**src/rtl/pidl_pkg.sv**
```systemverilog
package pidl_pkg;

  localparam int CAPACITY_DEF = 16;

  localparam int OP_W    = 2;
  localparam int POS_W   = 4;
  localparam int KEY_W   = 32;
  localparam int VAL_W   = 32;
  localparam int STAT_W  = 2;
  localparam int COUNT_W = 5;

  typedef enum logic [OP_W-1:0] {
    OP_INSERT = 2'd0,
    OP_REMOVE = 2'd1,
    OP_READ   = 2'd2,
    OP_WRITE  = 2'd3
  } op_e;

  typedef enum logic [STAT_W-1:0] {
    ST_OK    = 2'd0,
    ST_FULL  = 2'd1,
    ST_RANGE = 2'd2,
    ST_NOKEY = 2'd3
  } status_e;

  // per-cell control, decoded at the top level from the accepted item
  typedef struct packed {
    logic valid;       // cell index lies below the fill count
    logic load_new;    // take the new pair
    logic take_lower;  // shift up: take the pair of the cell below
    logic take_upper;  // shift down: take the pair of the cell above
    logic key_write;   // write-by-key item in progress
  } cell_ctrl_t;

endpackage

```
**src/rtl/pidl_cell.sv**
```systemverilog
module pidl_cell (
  input  logic                                clk_i,
  input  pidl_pkg::cell_ctrl_t                ctrl_i,
  input  logic signed [pidl_pkg::KEY_W-1:0]   new_key_i,
  input  logic signed [pidl_pkg::VAL_W-1:0]   new_value_i,
  input  logic signed [pidl_pkg::KEY_W-1:0]   lo_key_i,
  input  logic signed [pidl_pkg::VAL_W-1:0]   lo_value_i,
  input  logic signed [pidl_pkg::KEY_W-1:0]   hi_key_i,
  input  logic signed [pidl_pkg::VAL_W-1:0]   hi_value_i,
  input  logic                                found_i,
  input  logic signed [pidl_pkg::VAL_W-1:0]   rd_i,
  output logic signed [pidl_pkg::KEY_W-1:0]   key_o,
  output logic signed [pidl_pkg::VAL_W-1:0]   value_o,
  output logic                                found_o,
  output logic signed [pidl_pkg::VAL_W-1:0]   rd_o
);
  import pidl_pkg::*;

  logic signed [KEY_W-1:0] key_q, key_d;
  logic signed [VAL_W-1:0] value_q, value_d;
  logic                    match;
  logic                    hit;

  // first valid match along the chain wins
  assign match   = ctrl_i.valid && (key_q == new_key_i);
  assign hit     = match && !found_i;
  assign found_o = found_i || match;
  assign rd_o    = rd_i | (hit ? value_q : '0);

  always_comb begin
    key_d   = key_q;
    value_d = value_q;
    if (ctrl_i.load_new) begin
      key_d   = new_key_i;
      value_d = new_value_i;
    end else if (ctrl_i.take_lower) begin
      key_d   = lo_key_i;
      value_d = lo_value_i;
    end else if (ctrl_i.take_upper) begin
      key_d   = hi_key_i;
      value_d = hi_value_i;
    end else if (ctrl_i.key_write && hit) begin
      value_d = new_value_i;
    end
  end

  always_ff @(posedge clk_i) begin
    key_q   <= key_d;
    value_q <= value_d;
  end

  assign key_o   = key_q;
  assign value_o = value_q;

endmodule

```
**src/rtl/positional_insert_delete_list.sv**
```systemverilog
// Channel  Direction  Accepted when                  Payload
// s_axis   in         s_axis_tvalid_i & tready_o     operation, position, key, value
// m_axis   out        m_axis_tvalid_o & tready_i     status, read_value, entry_count
//
// One item per cycle while not stalled: every cell shifts, loads or compares
// in the same cycle; the result is registered in the cycle after acceptance.
// The key search ripples a found flag through the row of cells.
// Reset clears the fill count and the output valid; entry contents are kept.
// A stalled result holds the output register; input is taken only while the
// register is empty or being emptied.
module positional_insert_delete_list #(
  parameter int CAPACITY = pidl_pkg::CAPACITY_DEF
) (
  input  logic        clk_i,
  input  logic        rst_ni,
  input  logic        s_axis_tvalid_i,
  output logic        s_axis_tready_o,
  // operation[1:0], position[5:2], key[37:6], value[69:38], zero[71:70]
  input  logic [71:0] s_axis_tdata_i,
  output logic        m_axis_tvalid_o,
  input  logic        m_axis_tready_i,
  // status[1:0], read_value[33:2], entry_count[38:34], zero[39]
  output logic [39:0] m_axis_tdata_o
);
  import pidl_pkg::*;

  localparam int CNTW = $clog2(CAPACITY + 1);
  localparam int CMPW = (CNTW > POS_W) ? CNTW : POS_W;

  op_e                     op;
  logic [POS_W-1:0]        pos;
  logic signed [KEY_W-1:0] in_key;
  logic signed [VAL_W-1:0] in_value;

  assign op       = op_e'(s_axis_tdata_i[1:0]);
  assign pos      = s_axis_tdata_i[5:2];
  assign in_key   = s_axis_tdata_i[37:6];
  assign in_value = s_axis_tdata_i[69:38];

  logic [CNTW-1:0] count_q, count_d;
  logic            out_valid_q;
  status_e         status_q, status_d;
  logic signed [VAL_W-1:0]   rd_q, rd_d;
  logic [COUNT_W-1:0]        cnt_out_q;

  logic            fire;
  logic [CMPW-1:0] pos_ext, count_ext, at;
  logic            full, ins_ok, rem_ok, is_ins, is_rem, is_write;
  logic [31:0]     count_wide;

  logic signed [KEY_W-1:0] keys   [CAPACITY];
  logic signed [VAL_W-1:0] values [CAPACITY];
  logic                    found_c [CAPACITY+1];
  logic signed [VAL_W-1:0] rd_c    [CAPACITY+1];

  assign s_axis_tready_o = !out_valid_q || m_axis_tready_i;
  assign fire            = s_axis_tvalid_i && s_axis_tready_o;

  assign pos_ext   = CMPW'(pos);
  assign count_ext = CMPW'(count_q);
  assign full      = (count_ext == CMPW'(CAPACITY));
  assign is_ins    = fire && (op == OP_INSERT);
  assign is_rem    = fire && (op == OP_REMOVE);
  assign is_write  = fire && (op == OP_WRITE);
  assign ins_ok    = is_ins && !full && (pos_ext <= count_ext);
  assign rem_ok    = is_rem && (pos_ext < count_ext);
  // position zero appends
  assign at        = (pos == '0) ? count_ext : pos_ext;

  assign found_c[0] = 1'b0;
  assign rd_c[0]    = '0;

  for (genvar i = 0; i < CAPACITY; i++) begin : g_cell
    localparam logic [CMPW-1:0] IDX = CMPW'(i);
    cell_ctrl_t              ctrl;
    logic signed [KEY_W-1:0] lo_key, hi_key;
    logic signed [VAL_W-1:0] lo_value, hi_value;

    assign ctrl.valid      = IDX < count_ext;
    assign ctrl.load_new   = ins_ok && (IDX == at);
    assign ctrl.take_lower = ins_ok && (IDX > at) && (IDX <= count_ext);
    assign ctrl.take_upper = rem_ok && (IDX >= pos_ext) && ((IDX + 1'b1) < count_ext);
    assign ctrl.key_write  = is_write;

    if (i == 0) begin : g_lo_edge
      assign lo_key   = '0;
      assign lo_value = '0;
    end else begin : g_lo
      assign lo_key   = keys[i-1];
      assign lo_value = values[i-1];
    end

    if (i == CAPACITY - 1) begin : g_hi_edge
      assign hi_key   = '0;
      assign hi_value = '0;
    end else begin : g_hi
      assign hi_key   = keys[i+1];
      assign hi_value = values[i+1];
    end

    pidl_cell u_cell (
      .clk_i       (clk_i),
      .ctrl_i      (ctrl),
      .new_key_i   (in_key),
      .new_value_i (in_value),
      .lo_key_i    (lo_key),
      .lo_value_i  (lo_value),
      .hi_key_i    (hi_key),
      .hi_value_i  (hi_value),
      .found_i     (found_c[i]),
      .rd_i        (rd_c[i]),
      .key_o       (keys[i]),
      .value_o     (values[i]),
      .found_o     (found_c[i+1]),
      .rd_o        (rd_c[i+1])
    );
  end

  always_comb begin
    count_d  = count_q;
    status_d = ST_OK;
    rd_d     = '0;
    if (ins_ok) begin
      count_d = count_q + 1'b1;
    end else if (rem_ok) begin
      count_d = count_q - 1'b1;
    end
    case (op)
      OP_INSERT: begin
        if (full) begin
          status_d = ST_FULL;
        end else if (pos_ext > count_ext) begin
          status_d = ST_RANGE;
        end
      end
      OP_REMOVE: begin
        if (pos_ext >= count_ext) begin
          status_d = ST_RANGE;
        end
      end
      OP_READ: begin
        if (found_c[CAPACITY]) begin
          rd_d = rd_c[CAPACITY];
        end else begin
          status_d = ST_NOKEY;
        end
      end
      OP_WRITE: begin
        if (!found_c[CAPACITY]) begin
          status_d = ST_NOKEY;
        end
      end
      default: status_d = ST_OK;
    endcase
  end

  assign count_wide = 32'(count_d);

  always_ff @(posedge clk_i or negedge rst_ni) begin
    if (!rst_ni) begin
      count_q     <= '0;
      out_valid_q <= 1'b0;
    end else begin
      if (fire) begin
        count_q     <= count_d;
        out_valid_q <= 1'b1;
      end else if (m_axis_tready_i) begin
        out_valid_q <= 1'b0;
      end
    end
  end

  // hold the result while the far side stalls
  always_ff @(posedge clk_i) begin
    if (fire) begin
      status_q  <= status_d;
      rd_q      <= rd_d;
      cnt_out_q <= count_wide[COUNT_W-1:0];
    end
  end

  assign m_axis_tvalid_o = out_valid_q;
  assign m_axis_tdata_o  = {1'b0, cnt_out_q, rd_q, status_q};

endmodule
```
**config.mk**
```make
export PLATFORM = sky130hd
export DESIGN_NAME = positional_insert_delete_list
export DESIGN_NICKNAME = d
export VERILOG_FILES = /design/src/rtl/pidl_pkg.sv /design/src/rtl/pidl_cell.sv /design/src/rtl/positional_insert_delete_list.sv
export SDC_FILE = /design/constraint.sdc
export NUM_CORES = 2
export LEC_CHECK = 0
export ABC_AREA = 1
export BUFFER_PORTS_ARGS = -buffer_cell sky130_fd_sc_hd__buf_2
export CAP_MARGIN = 40
export CELL_PAD_IN_SITES_DETAIL_PLACEMENT = 1
export CELL_PAD_IN_SITES_GLOBAL_PLACEMENT = 2
export CORE_ASPECT_RATIO = 1.4
export CORE_MARGIN = 1
export CORE_UTILIZATION = 36
export CTS_CLUSTER_DIAMETER = 40
export CTS_CLUSTER_SIZE = 20
export DETAILED_ROUTE_END_ITERATION = 7
export PLACE_DENSITY = 0.76
export SLEW_MARGIN = 20
export SYNTH_ARGS = -nofsm -noshare
export SYNTH_HDL_FRONTEND = slang
export SYNTH_SLANG_ARGS = --single-unit
```
**constraint.sdc**
```tcl
create_clock -name clk_i -period 4.63 [get_ports clk_i]
set_input_delay 0.2315 -clock clk_i [delete_from_list [all_inputs] [get_ports clk_i]]
set_output_delay 0.2315 -clock clk_i [all_outputs]
set_load 0.005 [all_outputs]
```
==> impl_summary.txt <==
----------------------------------------------------
[Layout]
  Multi-input combinational cell area ... 27600 µm²
  Sequential cell area in the final layout ... 32100 µm²
  Fraction of final layout cells with drive strength greater than 1 ... 0.100
  Final core utilization ... 0.421
  Count of fill cells added during filler insertion ... 20809
  Number of standard cells in the final layout excluding fillers ... 10116
  Syn-to-layout area delta ... 15.8%
  Final net count ... 7732

[Power]
  Clock share of power ... 0.446
  IR Drop Worst-Case VDD ... 0.427 mV
  Total leakage power ... 28.7 nW
  NetSw ... 9.19 mW
  Cell-internal power ... 21.0 mW
  Switching share of total power ... 0.304
  Sum of internal, switching and leakage power ... 30.2 mW
  Part of the power in combinational logic ... 0.151
  Sequential cell fraction of total power ... 0.402
  Cell Pwr Density ... 403 nW/µm²

[Timing]
  RSZ-0062 raised after global routing ... false
  Actual transition at the worst max-transition pin ... 0.862 ns
  Final Slew Violations ... 0
  Slew Limit Headroom ... 0.425
  Worst Skew ... 0.0428 ns
  Period utilization ... 0.941
  Total of endpoints with negative setup slack in the final report ... 0
  TNS Setup ... 0 ns
  Min Hold Slack ... 0.0725 ns
  Minimum period implied by the final worst setup slack ... 4.36 ns
  Highest clock frequency the design can meet ... 0.230 GHz
  Final count of hold timing violations ... 0

[Clocking]
  CTS tree ... built
  Clock Path Buffers ... 3
  Clock Latency Late Sink ... 0.86 ns
  Number of sinks on the clock net ... 1069
  Root buffer cell ... clkbuf_16
  Clock buffers created by TritonCTS ... 176
  Worst-path clk slew ... 0.05 ns
  Max H-tree Level ... 4
  Post CTS Setup Buffer Count ... 0

[Place]
  Placer Congestion ... 0.975
  HPWL after detailed placement ... 215000 µm
  Count of placed standard cells including taps ... 9716
  Quantity of I/O buffers inserted on ports ... 114

[Yosys]
  Complex-gate fraction of the synthesized area ... 0.182
  Number of distinct library cells after synthesis ... 54
  Synth Cell Area ... 64700 µm²
  Main combinational cell family by area after synthesis ... simple AND/OR/NAND/NOR gates
  Number of nets in the synthesized netlist ... 7742
  Synth warn ... 0
  Number of enable-type register cells in the synthesized netlist ... 1063
  Share of cell area taken by muxes after synthesis ... 0.00528
  Sequential cell area fraction in the yosys report ... 0.496
  Adder-cell share of the synthesized area ... 0.00174
  Flip-flop cell with the highest count after synthesis ... edfxtp_1
  FF+latch count, synth ... 1069
  Share of synthesized cell area in and, or, nand and nor gates ... 0.187
  Xor and xnor area share after synthesis ... 0.0454
  Average instance area after synthesis ... 8.45 µm²
  Share of async-settable or async-resettable flops after synthesis ... 0.00561
  Mapped Cells ... 7657

[Setup path]
  Critical path's slowest cell ... nor2_2
  Launching point of the worst reg2reg path ... count_ext[4]
  CP required ... 5.34 ns
  Setup CP Type ... flop to flop
  Delay-heaviest family, CP ... simple AND/OR/NAND/NOR gates
  Worst path buffer plus inverter count ... 3
  Cell-by-cell listing of the critical path ... buf_4 > a21oi_2 > inv_2 > nor2_2 > nor2_1 > nand3_1 > nand3_2 > nor2_4 > nand3_2 > nor2_4 > nand3_2 > nor2_4 > nand3_2 > nor3_4 > nand3b_1 > or2_1 > nand2_1 > dlygate4sd3_1
  Arrival time of the worst setup path ... 5.07 ns
  Most common cell type on the critical path ... nand3_2
  Type of element capturing the critical path ... flop
  Number of cell instances on the worst register-to-register path ... 18
  Worst r2r dst ... status_q[0]
  Flop-to-flop setup slack ... 0.27 ns
  Largest driver fanout on the critical path ... 13
  Longest individual stage delay on the worst path ... 0.55 ns
  Kind of start point of the critical path ... flop

[Floorplanning]
  Die H ... 504 µm
  Standard-cell row count ... 183
  Area of the die ... 181000 µm²
  Area inside the core boundary ... 178000 µm²
  Chip width ... 360 µm
  Count of pins on the block boundary ... 118
  Effective utilization at floorplan ... 0.363

[Route]
  Total DRC errors in the routed layout ... 0
  Routed Antenna Nets ... 0
  Detailed-route vias per instance ... 5.93
  Via count of the routed design ... 60008
  Number of search-and-repair iterations in the first detailed-routing pass ... 6
  WL/cell ... 29.4 µm
  Post-detailed-routing wire length ... 297000 µm
  1st-iter DRT viols ... 4832

[Hold path]
  Source of the worst hold timing path ... s_axis_tdata_i[16]
  Endpoint, Worst Hold ... g_cell[4].u_cell.key_o[10]
  Worst min-delay path class ... primary input to flop
  Number of stages on the worst hold path ... 3

[GRT]
  Via count of the first global-routing pass ... 62504
  Overall Global Routing Usage ... 0.321
  First-pass GRT wire length ... 428000 µm
  Initial antenna violation count ... 8
  Largest net degree at the start of global routing ... 70
  Residual overflow from global routing ... 0

[Flow run]
  Max-capacitance violation count ... 0

[Outcome]
  Status ... finished, final reports clean

----------------------------------------------------
-- cell type report --
type,count,area share
Inverter,711,0.0357
Multi-Input combinational cell,5244,0.368
Tap cell,2312,0.0386
Clock inverter,134,0.0179
Clock buffer,196,0.0609
Antenna cell,5,0.000167
Timing Repair Buffer,445,0.0507
Sequential cell,1069,0.428
-- power by group through the flow --
stage / combinational, mW / clock, mW / sequential, mW
finish: 4.57 / 13.5 / 12.2
floorplan: 2.52 / 0 / 12.1
global placement: 4.33 / 0 / 12.3
detailed placement: 4.44 / 0 / 12.3
CTS: 4.51 / 13.6 / 12.2
global route: 4.88 / 14.0 / 12.2
-- state kept, by name, summed over array words and instances (netlist names) --
signal / cells
m_axis_tvalid_o: 1
g_cell.u_cell.key_o: 512
cnt_out_q: 5
g_cell.u_cell.value_o: 512
count_ext: 5
rd_q: 32
status_q: 2
-- layer usage --
| metal | up-vias | part of all wire | track usage |
|---|---|---|---|
| met4 | 6 | 0.072 | 0.208 |
| met3 | 830 | 0.045 | 0.0391 |
| li1 | 26789 | - | - |
| met1 | 30276 | 0.35 | 0.337 |
| met5 | - | 0.00016 | 0 |
| met2 | 2107 | 0.53 | 0.604 |
-- worst reg2reg max path, delay by kind of cell (launching register included) --
family / cells / cell delay (ns)
buf+inv: 3 / 0.83
flops: 1 / 0.40
compound gates: 1 / 0.21
simple gates: 14 / 2.80
-- timing repair --
item | in CTS | in global routing
resized for setup | 0 | 1
hold buffers | 64 | 0
endpoints found under the setup margin | 0 | 1
endpoints found under the hold margin | 206 | 0
-- cell usage in the layout (no fill, tap or decap), types with 8 or more instances in the layout --
| cell | instances |
|---|---|
| nor3_1 | 30 |
| buf_12 | 45 |
| nand3_2 | 13 |
| clkbuf_1 | 16 |
| a31oi_1 | 27 |
| a21oi_1 | 161 |
| nand4_1 | 172 |
| clkinv_1 | 43 |
| a32oi_1 | 9 |
| o22ai_1 | 140 |
| clkinv_4 | 15 |
| nor2_1 | 723 |
| nor2_4 | 13 |
| a22oi_1 | 27 |
| o211ai_1 | 435 |
| inv_2 | 51 |
| o21ai_1 | 29 |
| nor2_2 | 9 |
| buf_4 | 220 |
| clkinvlp_4 | 16 |
| edfxtp_1 | 1063 |
| buf_2 | 114 |
| ha_1 | 9 |
| o221ai_1 | 39 |
| nor4_1 | 42 |
| dlygate4sd3_1 | 64 |
| clkinv_2 | 19 |
| clkbuf_16 | 180 |
| nand3_1 | 419 |
| o31ai_1 | 78 |
| mux2i_1 | 33 |
| o2111ai_1 | 8 |
| o21ai_0 | 1020 |
| nand2_1 | 1417 |
| bufinv_16 | 17 |
| inv_1 | 647 |
| xnor2_1 | 177 |
| xor2_1 | 158 |
| inv_6 | 23 |
-- how the worst max path moves through the flow --
stage	end	slack (ns)	startpoint	depth (start not counted)
floorplan	g_cell[15].u_cell.value_o[0]	0.14	count_ext[2]	13
global placement	rd_q[7]	0.21	s_axis_tdata_i[17]	24
detailed placement	rd_q[7]	0.20	s_axis_tdata_i[17]	24
CTS	rd_q[7]	0.29	g_cell[1].u_cell.key_o[18]	23
global route	status_q[0]	0.11	count_ext[4]	18
finish	status_q[0]	0.27	count_ext[4]	18
-- cell families after synthesis --
kind of cell / count (synthesis)
buffers and inverters: 1344
DFF: 1069
xor gates and xnor gates: 335
adders and majority gates: 9
other: 1
and+or+nand+nor: 2871
muxes: 34
AOI/OAI and AO/OA: 1994
-- Yosys cell counts (39+ instances only) --
cell type / n / share of area
a21oi_1: 161 / 0.012
buf_1: 50 / 0.0029
buf_2: 111 / 0.0086
clkbuf_1: 430 / 0.025
edfxtp_1: 1063 / 0.49
inv_1: 655 / 0.038
inv_2: 43 / 0.0025
nand2_1: 1424 / 0.083
nand3_1: 429 / 0.033
nand4_1: 172 / 0.017
nor2_1: 736 / 0.043
nor4_1: 42 / 0.0041
o211ai_1: 435 / 0.050
o21ai_0: 1024 / 0.079
o221ai_1: 39 / 0.0053
o22ai_1: 140 / 0.014
o31ai_1: 79 / 0.0092
xnor2_1: 177 / 0.024
xor2_1: 158 / 0.021
-- through the flow --
stage / setup WS, ns / cell area, µm²
global route: 0.106 / 74900
finish: 0.274 / 74900
detailed placement: 0.204 / 68400
CTS: 0.292 / 74900
floorplan: 0.137 / 64700
global placement: 0.211 / 68300
Power figures use the tool's default switching activity.
